**src/rtl/core/sfr_pkg.sv**
```systemverilog
`timescale 1ns / 1ps
`default_nettype none

package sfr_pkg;

  // Sync byte, which also seeds the running XOR
  localparam logic [7:0] SYNC_BYTE = 8'hAA;

  // Body bytes held before the checksum byte
  localparam int         BODY_CELLS = 9;
  localparam logic [3:0] POS_CHECK  = 4'd9;

  // Bit positions in the flags byte
  localparam int FLAG_TOGGLE    = 0;
  localparam int FLAG_D1        = 1;
  localparam int FLAG_NO_SIGNAL = 2;

  typedef logic [7:0] byte_t;

endpackage

`default_nettype wire

```
**src/rtl/core/sfr_cell.sv**
```systemverilog
`timescale 1ns / 1ps
`default_nettype none

module sfr_cell
  import sfr_pkg::*;
(
  input  logic  clk,
  input  logic  shift_en,
  input  byte_t d_in,
  output byte_t d_out
);

  byte_t byte_r;

  // One byte of the frame body; moves one cell on each body byte
  always_ff @(posedge clk) begin
    if (shift_en) begin
      byte_r <= d_in;
    end
  end

  assign d_out = byte_r;

endmodule

`default_nettype wire

```
**src/rtl/core/sync_xor_frame_receiver_unit.sv**
```systemverilog
`timescale 1ns / 1ps
`default_nettype none

// Frame receiver for a byte stream: 0xAA starts (or restarts) a frame, nine
// body bytes are shifted into a row of nine byte cells while a running XOR
// is kept, and the tenth byte is compared against that XOR. A new byte may
// be accepted every cycle while in_stall is low. Exactly one output
// transaction is produced per completed frame, through a single output
// register. in_stall rises only when the output register is full and
// stalled and the frame is waiting for its checksum byte; any byte, a sync
// byte included, is held off then, while body bytes and bytes outside a
// frame are still accepted. On a bad checksum all fields are zero except
// d2_on, which reports the unchanged LED enable.
module sync_xor_frame_receiver_unit
  import sfr_pkg::*;
(
  input  logic        clk,
  input  logic        rst_n,

  input  logic        in_valid,
  output logic        in_stall,
  input  logic [7:0]  in_rx_byte,

  output logic        out_valid,
  input  logic        out_stall,
  output logic        out_checksum_ok,
  output logic [7:0]  out_peer_seq,
  output logic        out_d1_on,
  output logic        out_no_signal,
  output logic        out_d2_on,
  output logic [15:0] out_level_mv,
  output logic [15:0] out_peak_mv,
  output logic [15:0] out_trough_mv,
  output logic [7:0]  out_ack_seq
);

  // Frame control state
  logic       in_frame_r, in_frame_nxt;
  logic [3:0] pos_r, pos_nxt;
  byte_t      xor_r, xor_nxt;
  logic       led_r, led_nxt;

  // Output register
  logic        out_valid_r, out_valid_nxt;
  logic        ok_r, ok_nxt;
  logic [7:0]  peer_seq_r, peer_seq_nxt;
  logic        d1_r, d1_nxt;
  logic        no_in_r, no_in_nxt;
  logic        d2_r, d2_nxt;
  logic [15:0] level_r, level_nxt;
  logic [15:0] peak_r, peak_nxt;
  logic [15:0] trough_r, trough_nxt;
  logic [7:0]  ack_r, ack_nxt;

  logic  acc, is_sync, body_byte, last_byte, sum_ok, out_take;
  byte_t flags;
  byte_t chain [0:BODY_CELLS];

  // Handshake
  assign in_stall  = out_valid_r && out_stall && in_frame_r && (pos_r >= POS_CHECK);
  assign acc       = in_valid && !in_stall;
  assign out_take  = out_valid_r && !out_stall;
  assign is_sync   = (in_rx_byte == SYNC_BYTE);
  assign body_byte = acc && !is_sync && in_frame_r && (pos_r < POS_CHECK);
  assign last_byte = acc && !is_sync && in_frame_r && (pos_r >= POS_CHECK);
  assign sum_ok    = (xor_r == in_rx_byte);

  // Row of byte cells: newest byte enters at cell 0, first body byte ends
  // up at the far end of the row
  assign chain[0] = in_rx_byte;

  for (genvar i = 0; i < BODY_CELLS; i++) begin : g_cell
    sfr_cell u_cell (
      .clk      (clk),
      .shift_en (body_byte),
      .d_in     (chain[i]),
      .d_out    (chain[i+1])
    );
  end

  assign flags = chain[BODY_CELLS-1];

  // Next-state logic
  always_comb begin
    in_frame_nxt  = in_frame_r;
    pos_nxt       = pos_r;
    xor_nxt       = xor_r;
    led_nxt       = led_r;
    out_valid_nxt = out_valid_r && !out_take;
    ok_nxt        = ok_r;
    peer_seq_nxt  = peer_seq_r;
    d1_nxt        = d1_r;
    no_in_nxt     = no_in_r;
    d2_nxt        = d2_r;
    level_nxt     = level_r;
    peak_nxt      = peak_r;
    trough_nxt    = trough_r;
    ack_nxt       = ack_r;

    if (acc && is_sync) begin
      in_frame_nxt = 1'b1;
      pos_nxt      = 4'd0;
      xor_nxt      = SYNC_BYTE;
    end else if (body_byte) begin
      xor_nxt = xor_r ^ in_rx_byte;
      pos_nxt = pos_r + 4'd1;
    end else if (last_byte) begin
      in_frame_nxt  = 1'b0;
      pos_nxt       = 4'd0;
      xor_nxt       = SYNC_BYTE;
      out_valid_nxt = 1'b1;
      ok_nxt        = sum_ok;
      if (sum_ok) begin
        led_nxt      = led_r ^ flags[FLAG_TOGGLE];
        peer_seq_nxt = chain[BODY_CELLS];
        d1_nxt       = flags[FLAG_D1];
        no_in_nxt    = flags[FLAG_NO_SIGNAL];
        d2_nxt       = led_r ^ flags[FLAG_TOGGLE];
        level_nxt    = {chain[BODY_CELLS-2], chain[BODY_CELLS-3]};
        peak_nxt     = {chain[BODY_CELLS-4], chain[BODY_CELLS-5]};
        trough_nxt   = {chain[BODY_CELLS-6], chain[BODY_CELLS-7]};
        ack_nxt      = chain[1];
      end else begin
        peer_seq_nxt = 8'd0;
        d1_nxt       = 1'b0;
        no_in_nxt    = 1'b0;
        d2_nxt       = led_r;
        level_nxt    = 16'd0;
        peak_nxt     = 16'd0;
        trough_nxt   = 16'd0;
        ack_nxt      = 8'd0;
      end
    end
  end

  // Control registers
  always_ff @(posedge clk) begin
    if (!rst_n) begin
      in_frame_r  <= 1'b0;
      pos_r       <= 4'd0;
      xor_r       <= SYNC_BYTE;
      led_r       <= 1'b0;
      out_valid_r <= 1'b0;
    end else begin
      in_frame_r  <= in_frame_nxt;
      pos_r       <= pos_nxt;
      xor_r       <= xor_nxt;
      led_r       <= led_nxt;
      out_valid_r <= out_valid_nxt;
    end
  end

  // Output payload registers
  always_ff @(posedge clk) begin
    ok_r       <= ok_nxt;
    peer_seq_r <= peer_seq_nxt;
    d1_r       <= d1_nxt;
    no_in_r    <= no_in_nxt;
    d2_r       <= d2_nxt;
    level_r    <= level_nxt;
    peak_r     <= peak_nxt;
    trough_r   <= trough_nxt;
    ack_r      <= ack_nxt;
  end

  assign out_valid       = out_valid_r;
  assign out_checksum_ok = ok_r;
  assign out_peer_seq    = peer_seq_r;
  assign out_d1_on       = d1_r;
  assign out_no_signal   = no_in_r;
  assign out_d2_on       = d2_r;
  assign out_level_mv    = level_r;
  assign out_peak_mv     = peak_r;
  assign out_trough_mv   = trough_r;
  assign out_ack_seq     = ack_r;

  // Position never runs past the checksum slot
  a_pos_range: assert property (@(posedge clk) disable iff (!rst_n)
    pos_r <= POS_CHECK)
    else $error("byte position out of range");

  // Outside a frame the position stays cleared
  a_idle_pos: assert property (@(posedge clk) disable iff (!rst_n)
    !in_frame_r |-> pos_r == 4'd0)
    else $error("position nonzero outside a frame");

  // An accepted sync byte restarts the frame with a seeded XOR
  a_sync_restart: assert property (@(posedge clk) disable iff (!rst_n)
    (in_valid && !in_stall && in_rx_byte == SYNC_BYTE)
    |=> (in_frame_r && pos_r == 4'd0 && xor_r == SYNC_BYTE && !$rose(out_valid_r)))
    else $error("sync byte did not restart the frame");

  // A failed frame carries zero fields apart from d2_on
  a_bad_zero: assert property (@(posedge clk) disable iff (!rst_n)
    (out_valid_r && !ok_r) |-> (peer_seq_r == 8'd0 && level_r == 16'd0 &&
      peak_r == 16'd0 && trough_r == 16'd0 && ack_r == 8'd0 && !d1_r && !no_in_r))
    else $error("bad frame carries nonzero fields");

  // A newly raised result reports the LED enable as it now stands
  a_led_match: assert property (@(posedge clk) disable iff (!rst_n)
    $rose(out_valid_r) |-> d2_r == led_r)
    else $error("d2_on does not match the LED enable");

endmodule

`default_nettype wire

```
**config.mk**
```make
export PLATFORM = sky130hd
export DESIGN_NAME = sync_xor_frame_receiver_unit
export DESIGN_NICKNAME = d
export VERILOG_FILES = /design/src/rtl/core/sfr_pkg.sv /design/src/rtl/core/sfr_cell.sv /design/src/rtl/core/sync_xor_frame_receiver_unit.sv
export SDC_FILE = /design/constraint.sdc
export NUM_CORES = 1
export LEC_CHECK = 0
export BUFFER_PORTS_ARGS = -buffer_cell sky130_fd_sc_hd__buf_2
export CORE_MARGIN = 10
export CORE_UTILIZATION = 60
export CTS_CLUSTER_SIZE = 12
export DETAILED_ROUTE_END_ITERATION = 10
export GPL_ROUTABILITY_DRIVEN = 0
export PLACE_DENSITY = 0.81
export SYNTH_ARGS = -nofsm -noshare
export SYNTH_HDL_FRONTEND = slang
export SYNTH_SLANG_ARGS = --single-unit
```
**constraint.sdc**
```tcl
create_clock -name clk -period 8.6 [get_ports clk]
set_clock_uncertainty 0.2 [all_clocks]
set_input_delay 1.72 -clock clk [delete_from_list [all_inputs] [get_ports clk]]
set_output_delay 1.72 -clock clk [all_outputs]
set_load 0.005 [all_outputs]
```
== Word level (Yosys, flattened, before mapping) ==
Cells that the tools add are included.

* Add/subtract/negate cells: 1
* Order comparisons: 2
* Eq/ne operators: 3
* Multiplexer cells: 11
* Bitwise operators: 5
* Reduce and logical (&&, ||, !) cells: 20

{| class="wikitable"
|+ Operator list
! kind !! number
|-
| $mux 8 || 2
|-
| $logic_and 1x1->1 || 11
|-
| $eq 8x8->1 || 1
|-
| $eq 8x8->1 const B || 1
|-
| $mux 4 || 2
|-
| $xor 8x8->8 || 1
|-
| $mux 1 || 7
|-
| $add 4x1->4 const B || 1
|-
| $ge 4x4->1 const B || 1
|-
| $logic_not 1->1 || 4
|-
| $lt 4x4->1 const B || 1
|-
| $reduce_bool 2->1 || 2
|-
| $not 1->1 || 3
|-
| $reduce_and 3->1 || 1
|-
| $ne 2x1->1 const B || 1
|-
| $reduce_and 2->1 || 1
|-
| $reduce_or 2->1 || 1
|-
| $xor 1x1->1 || 1
|}

* Bits in registers: 155
* Input bits: 12
* Output and inout bits: 70

== Logic depth before layout (Yosys ltp) ==
Gate-level depths: netlist (run 1).

* Depth in word-level cells: 11
* Gate-level depth with buffers: 8
* Gate-level depth less buffers: 7

== By module ==
From an unflattened synthesis (run 1), not the netlist that was laid out.

* Cells, all modules: 321
* Area, all modules: 5,554.1 um^2

{| class="wikitable"
|+ Modules (own cells, without submodules)
! module !! instances !! cells an instance !! area an instance (um^2) !! sequential area each (um^2)
|-
| sync_xor_frame_receiver_unit || 1 || 249 || 3,392.0 || 2,342.2
|-
| sfr_cell || 9 || 8 || 240.2 || 240.2
|}

== Worst setup path before layout (run 1) ==
OpenSTA, ideal clock, no wires.

* Path kind: input to register
* Start: input port in_rx_byte[2]
* End: register g_cell[0].u_cell.byte_r[0], enable pin
* Data arrival time: 5,335 ps
* Slack: 2,562 ps
* Stages: 5
* Cell sequence: and4bb_1 > nand2_4 > nand3_2 > buf_4 > nor2_1

* Longest elaborated chain between the ends: 5

{| class="wikitable"
|+ RTL lines
! item !! line !! source
|-
| from (decl) || sync_xor_frame_receiver_unit.sv:22 || <nowiki>input logic [7:0] in_rx_byte,</nowiki>
|-
| $eq 8x8->1 || sync_xor_frame_receiver_unit.sv:63 || <nowiki>assign is_sync = (in_rx_byte == SYNC_BYTE);</nowiki>
|-
| $logic_not 1->1 || sync_xor_frame_receiver_unit.sv:64 || <nowiki>assign body_byte = acc && !is_sync && in_frame_r && (pos_r < POS_CHECK);</nowiki>
|-
| $logic_and 1x1->1 (3 in series) || sync_xor_frame_receiver_unit.sv:64 ||
|-
| to (signal assigned) || sfr_cell.sv:18 || <nowiki>byte_r <= d_in;</nowiki>
|-
| to (decl) || sfr_cell.sv:13 || <nowiki>byte_t byte_r;</nowiki>
|}

Every way passes these cells.
A chain may end at the register's enable or synchronous reset.

== Final worst setup path (run 1) ==
* Start: input port out_stall
* End: output port in_stall

* Longest elaborated chain between the ends: 3

{| class="wikitable"
|+ RTL lines
! item !! line !! source
|-
| from (decl) || sync_xor_frame_receiver_unit.sv:25 || <nowiki>input logic out_stall,</nowiki>
|-
| $logic_and 1x1->1 (3 in series) || sync_xor_frame_receiver_unit.sv:60 || <nowiki>assign in_stall = out_valid_r && out_stall && in_frame_r && (pos_r >= POS_CHECK);</nowiki>
|-
| to (decl) || sync_xor_frame_receiver_unit.sv:21 || <nowiki>output logic in_stall,</nowiki>
|}

Every way passes these cells.

==> results of run 1 <==
[flip-flops by register name (all words and copies together) (netlist names)]
register,flops
out_no_signal,1
out_level_mv,16
out_checksum_ok,1
out_trough_mv,16
out_d1_on,1
g_cell.u_cell.d_out,72
xor_r,8
in_frame_r,1
out_peak_mv,16
out_ack_seq,8
out_peer_seq,8
pos_r,4
out_valid,1
out_d2_on,1
led_r,1
[worst max path at each step]
stage	endpoint	cells after the start	slack (ns)	from
2_1_floorplan	g_cell[0].u_cell.d_out[0]	5	2.56	in_rx_byte[2]
3_3_place_gp	out_ack_seq[3]	6	4.42	in_rx_byte[6]
3_5_place_dp	out_level_mv[8]	6	4.33	in_rx_byte[2]
4_1_cts	in_stall	4	4.51	out_stall
5_1_grt	in_stall	4	4.44	out_stall
6_report	in_stall	4	4.51	out_stall
[synth_stat cells, drive strengths merged, types with 3 or more instances]
| cell type | n | area (um2) |
|---|---|---|
| nand2b | 6 | 37.5 |
| and2 | 67 | 419 |
| and3 | 3 | 23.8 |
| ha | 3 | 37.5 |
| xnor2 | 9 | 78.8 |
| nor2 | 10 | 40.0 |
| a21oi | 10 | 50.1 |
| clkbuf | 5 | 22.5 |
| dfxtp | 15 | 300 |
| nand3 | 3 | 20.0 |
| nor3 | 5 | 25.0 |
| edfxtp | 140 | 4200 |
| inv | 3 | 11.3 |
| o21ai | 13 | 65.1 |
| buf | 6 | 41.3 |
| nand4b | 4 | 35.0 |
| nand4 | 4 | 25.0 |
| nand2 | 10 | 45.0 |
[worst max-delay path: cells and delay by family]
family	cells	cell delay [ns]
buffers and inverters	2	0.21
AND/OR/NAND/NOR	2	0.24
[kinds of logic after synthesis]
logic type	Yosys count	synth area share (%)
simple gates	116	12.8
flops	155	80.7
buf+inv	14	1.35
compound gates	28	2.85
mux	1	0.179
xor+xnor	9	1.41
fa+ha+maj	3	0.673
[report_power, final]
| part | switching (uW) | internal, uW |
|---|---|---|
| combinational | 7.30 | 5.46 |
| clock | 297 | 388 |
| sequential | 0.142 | 810 |
[cell usage in the layout, fill, tap and decap left out, types with 2 or more instances in the layout]
cell	netlist	routed
buf_2	3	81
ha_1	3	3
edfxtp_1	140	140
clkinv_4	0	3
xnor2_1	9	9
nand2_1	9	9
nor3_1	5	5
o21ai_1	5	5
clkbuf_16	0	16
a21oi_1	10	10
dfxtp_1	15	15
and4bb_1	2	2
nand2b_1	6	6
buf_4	2	2
inv_1	3	3
and2_1	67	67
and3_1	2	2
nand3_1	2	2
clkinvlp_4	0	2
inv_6	0	6
clkinv_2	0	2
nor2_1	9	7
nand4b_1	4	4
nor2_4	0	3
nand4_1	4	4
o21ai_0	8	8
[through the flow]
stage	power, uW	worst slack, ns	utilization (%)	cells	instance area, um2
6_report	1510	4.51	72.6	541	6650
5_1_grt	1550	4.44	72.6	541	6650
4_1_cts	1520	4.51	72.6	541	6650
3_5_place_dp	838	4.33	66.6	509	6090
3_3_place_gp	838	4.42	66.6	509	6090
2_1_floorplan	832	2.56	-	326	5580
[area by class of cell]
cell class	instances	area (um2)
sequential	155	4500
fill	547	2510
multi-input combinational	157	1020
timing repair buffer	83	420
clock buffer	17	414
tap	111	139
clock inverter	15	138
inverter	3	11.3
[routing by layer]
metal  GRT usage [%]  vias to the layer above  share of wire (%)
li1                -                     1372                  -
met1            16.1                     1401                 40
met2            23.9                      106                 51
met3            5.34                       14                7.1
met4            5.50                        0                1.2
met5               0                        -                  0
==> results by group, run 1 <==
Worst hold path
  – Hold crit path type: register to register
  – Worst Hold Path EP: g_cell[8].u_cell.d_out[3]
  – Hold_sp: g_cell[7].u_cell.d_out[3]
  – Hold depth: 0

CTS
  – Clock latency on the worst-skew pair: around 0.51 ns
  – Clock buffer depth: 2
  – Post-CTS Resized: 0
  – Total CTS buffers: 17
  – Hold-fix buffers at CTS: 0
  – Clock Pin Slew Worst Setup and Hold Paths: about 0.060 ns
  – Root buffer cell: clkbuf_8
  – Clock sink count: roughly 160
  – H-tree depth: 4
  – Post-CTS Setup Bufs: 0
  – CTS tree: built

Finish
  – Nets: 432
  – Share of layout cells above drive strength 1: about 29%
  – Area Overhead vs Synth: 19.1%
  – N_diodes: 0

Status
  – Status: finished, final reports clean

Logic synthesis
  – Synth unique cells: 35
  – Syn avg cell area: 17.1 um2
  – Cell Area, Synth: 5580 um2
  – Asr flop ratio synth: 0%
  – Yosys warns: 0
  – Synth Instances: 326
  – Syn_nets: between 300 and 400
  – Share of the yosys chip area belonging to registers: 80.7%
  – EDFF count, synth: 140
  – Post-synth top flop: edfxtp_1
  – Synth Register Bits: 155

Routing
  – DR WL/cell: 17.3 um
  – Final ANT Viol Nets: 0
  – DRC violations left: 0
  – Via count: 2893
  – DRT Wirelength: just over 9 mm
  – 1st-iter DRT viols: 170
  – Drt first pass iters: 4
  – DR vias/cell: ~5.3

Critical path
  – CP Cell Sequence: buf_2, nand4_1, nor2_1, buf_2
  – R2R depth: 7
  – Critical Path Fanout Max: 3
  – Critical Path RT: 6.68 ns
  – CP most frequent cell: buf_2
  – Worst path max stage delay: approximately 0.12 ns
  – Reg-to-Reg Start: pos_r[0]
  – CP arrival: 2.17 ns
  – Worst setup SP type: input port
  – CP max stage cell: nand4_1
  – R2R Path End: out_trough_mv[4]
  – Endpoint class of the critical path: primary output
  – Crit Path Class: input port to primary output
  – Reg-to-reg setup timing slack: 5.41 ns

Die
  – FP Rows: 35
  – Die X: 116 um
  – Starting Density: 61.0%
  – Die area: 13600 um2
  – Die Span Y: 116 um
  – Core area: 9150 um2
  – Io pins: 82

Global route
  – Total Routing Usage GR: 14.2%
  – Pin count of the biggest net entering global routing: 70
  – Antenna violations before repair: 0
  – Overflow after GRT: 0
  – Vias in the first global route: 2826
  – Global-route wire length before repair: 14.4 mm

Power and ir drop
  – Power Density: 227 nW/um2
  – Max VDD drop: 0.152 mV
  – Pleak: 0.00221 uW

Place
  – PortBufs: 81
  – HPWL Detailed: 6.04 mm

Timing
  – Final Critical Period: 4.09 ns
  – Measured slew at the worst slew-check pin: 1.14 ns
  – Relative slew slack: around a quarter
  – F_max: 244 MHz
  – Period utilization: 47.6%
  – Hold Vio Cnt, Final: 0
  – Final setup viols: 0
  – Setup TNS: 0 ns
  – RSZ-0062 raised after global routing: no
  – Final max-slew violation count: 0
  – Hold_ws: 0.220 ns

Run
  – Max-cap violations: 0
Power figures use the tool's default switching activity.
==> inputs of run 2 (changes only) <==
Settings changed: CORE_UTILIZATION 60 to 56, PLACE_DENSITY 0.81 to 0.76.
Clock period 8.6 ns to 4 ns, I/O delays scaled along.
==> results by group, run 2 (synthesized netlist as in run 1, its figures left out) <==
Timing
  – F_max: ~380 MHz
  – Hold Vio Cnt, Final: 0 (unchanged)
  – Final setup viols: 0 (unchanged)
  – Period utilization: 65.5%
  – Relative slew slack: 54.5% (+30 points)
  – Final max-slew violation count: 0 (unchanged)
  – Measured slew at the worst slew-check pin: 0.680 ns (-0.456 ns)
  – Final Critical Period: about 2.6 ns
  – Hold_ws: 0.223 ns (+0.00314 ns)
  – RSZ-0062 raised after global routing: no
  – Setup TNS: 0 ns (unchanged)

Worst hold path
  – Hold crit path type: register to register

CTS
  – Hold-fix buffers at CTS: 0 (unchanged)
  – Root buffer cell: clkbuf_8
  – Post-CTS Setup Bufs: 0 (unchanged)
  – Clock buffer depth: 2 (unchanged)
  – Total CTS buffers: 17 (unchanged)
  – Clock Pin Slew Worst Setup and Hold Paths: 0.06 ns (about the same)
  – Post-CTS Resized: 0 (unchanged)
  – CTS tree: built
  – H-tree depth: 4 (unchanged)
  – Clock latency on the worst-skew pair: 0.51 ns (about the same)
  – Clock sink count: 155 (unchanged)

Finish
  – Most frequent cells in the layout: edfxtp_1, buf_2, and2_1
  – Nets: 435 (+0.69%)
  – Largest register FFs: 72 (unchanged)
  – N_diodes: 0 (unchanged)
  – Multi-input logic area: 1020 um2 (unchanged)
  – Area Overhead vs Synth: 20.6%
  – Post-layout util: 69.2% (-3.5 points)
  – Sequential cell area: 4500 um2 (unchanged)
  – Commonest non-fill, non-tap cell in the layout: edfxtp_1
  – Layout filler cell count: 686 (+25%)
  – Share of layout cells above drive strength 1: 28.6% (+0.033 points)

Routing
  – 1st-iter DRT viols: 220 (+29%)
  – Final ANT Viol Nets: 0 (unchanged)
  – DRT Wirelength: 9.45 mm (+1.1%)
  – DRC violations left: 0 (unchanged)
  – DR WL/cell: 16.7 um (-3.3%)
  – Drt first pass iters: 4 (unchanged)
  – Via count: 2879 (-0.48%)
  – DR vias/cell: 5.09 (-4.9%)

Power and ir drop
  – Pwr Total: 3300 uW (+120%)
  – Power Density: 491 nW/um2 (+120%)
  – Pleak: 0.00224 uW (+1.2%)
  – Int Power: 2690 uW (+120%)
  – Flop pwr share: 52.7% (-1.0 points)
  – Clock Power Share: 46.5% (+1.1 points)
  – Switch share: 18.5% (-1.7 points)
  – Sw Pwr: 611 uW (+100%)
  – Max VDD drop: 0.258 mV (+69%)
  – Combinational Power Share: 0.8% (about the same)

Critical path
  – Worst setup SP type: register
  – Critical Path Fanout Max: 5 (+2)
  – CP Cell Sequence: inv_1, ha_1, nor3b_2, nor2_1, buf_2
  – Critical Path RT: 3.00 ns (-3.68 ns)
  – Worst path max stage delay: 0.40 ns (+0.28 ns)
  – Crit Path Class: register to primary output
  – CP max stage cell: dfxtp_1
  – CP arrival: 1.62 ns (-0.55 ns)
  – Endpoint class of the critical path: primary output

Die
  – Die X: 120 um (+2.9%)
  – Die Span Y: 120 um (+2.9%)
  – Core area: 9730 um2 (+6.3%)
  – Die area: 14400 um2 (+5.9%)
  – FP Rows: 36 (+2.9%)
  – Io pins: 82 (unchanged)
  – Starting Density: 57.3% (-3.6 points)

Global route
  – Total Routing Usage GR: 13.7% (-0.46 points)
  – Vias in the first global route: 2998 (+6.1%)
  – Overflow after GRT: 0 (unchanged)
  – Global-route wire length before repair: 15.3 mm (+6.3%)
  – Pin count of the biggest net entering global routing: 71 (+1.4%)
  – Antenna violations before repair: 0 (unchanged)

Place
  – PortBufs: 81 (unchanged)
  – HPWL Detailed: 6.10 mm (+0.93%)

Run
  – Max-cap violations: 0 (unchanged)

Status
  – Status: finished, final reports clean
[run 2: metal layers]
metal / global-route usage (%) / vias to the layer above / wire length (um)
met5: 0 / - / 0
met1: 15.8 / 1409 / 4090
met4: 5.43 / 0 / 125
met3: 6.05 / 15 / 582
met2: 22.2 / 74 / 4660
li1: - / 1381 / -
[run 2: area by class of cell]
class	instances	share of cell area, %
flip-flops and latches	155	66.9
clock buffers	18	6.21
repair buffers	86	6.77
inverters	3	0.167
clock inverters	14	2.29
well taps	133	2.47
multi-input cells	157	15.2
[run 2: path summary, 6_finish.rpt]
check                                                from                        end  slack [ns]  depth (start not counted)
worst max-delay path                             pos_r[0]                   in_stall        1.38                          5
worst min-delay path            g_cell[7].u_cell.d_out[3]  g_cell[8].u_cell.d_out[3]        0.22                          0
worst max register to register                   pos_r[1]  g_cell[2].u_cell.d_out[7]        1.47                          7
worst min register to register  g_cell[7].u_cell.d_out[3]  g_cell[8].u_cell.d_out[3]        0.22                          0
[run 2: stage by stage]
step                      area, um2  setup WS [ns]  cells
after CTS                      6730           1.35    566
after global routing           6730           1.27    566
after floorplan                5580         0.0992    326
after global placement         6160           1.25    534
after detailed placement       6160           1.21    534
final                          6730           1.38    566
[run 2: power by group through the flow]
stage / clock network, uW / logic (uW) / registers (uW)
after floorplan: 0 / 13.6 / 1780
after global placement: 0 / 26.5 / 1780
after detailed placement: 0 / 27.7 / 1780
after CTS: 1560 / 27.6 / 1740
after global routing: 1630 / 30.5 / 1740
final: 1530 / 27.6 / 1740
[run 2: critical path: cells and delay by family, from the launching register on]
kind	cells	cell delay [ns]
buffers and inverters	2	0.20
adder cells (fa/ha/maj)	1	0.23
AND/OR/NAND/NOR	2	0.27
flip-flops	1	0.40
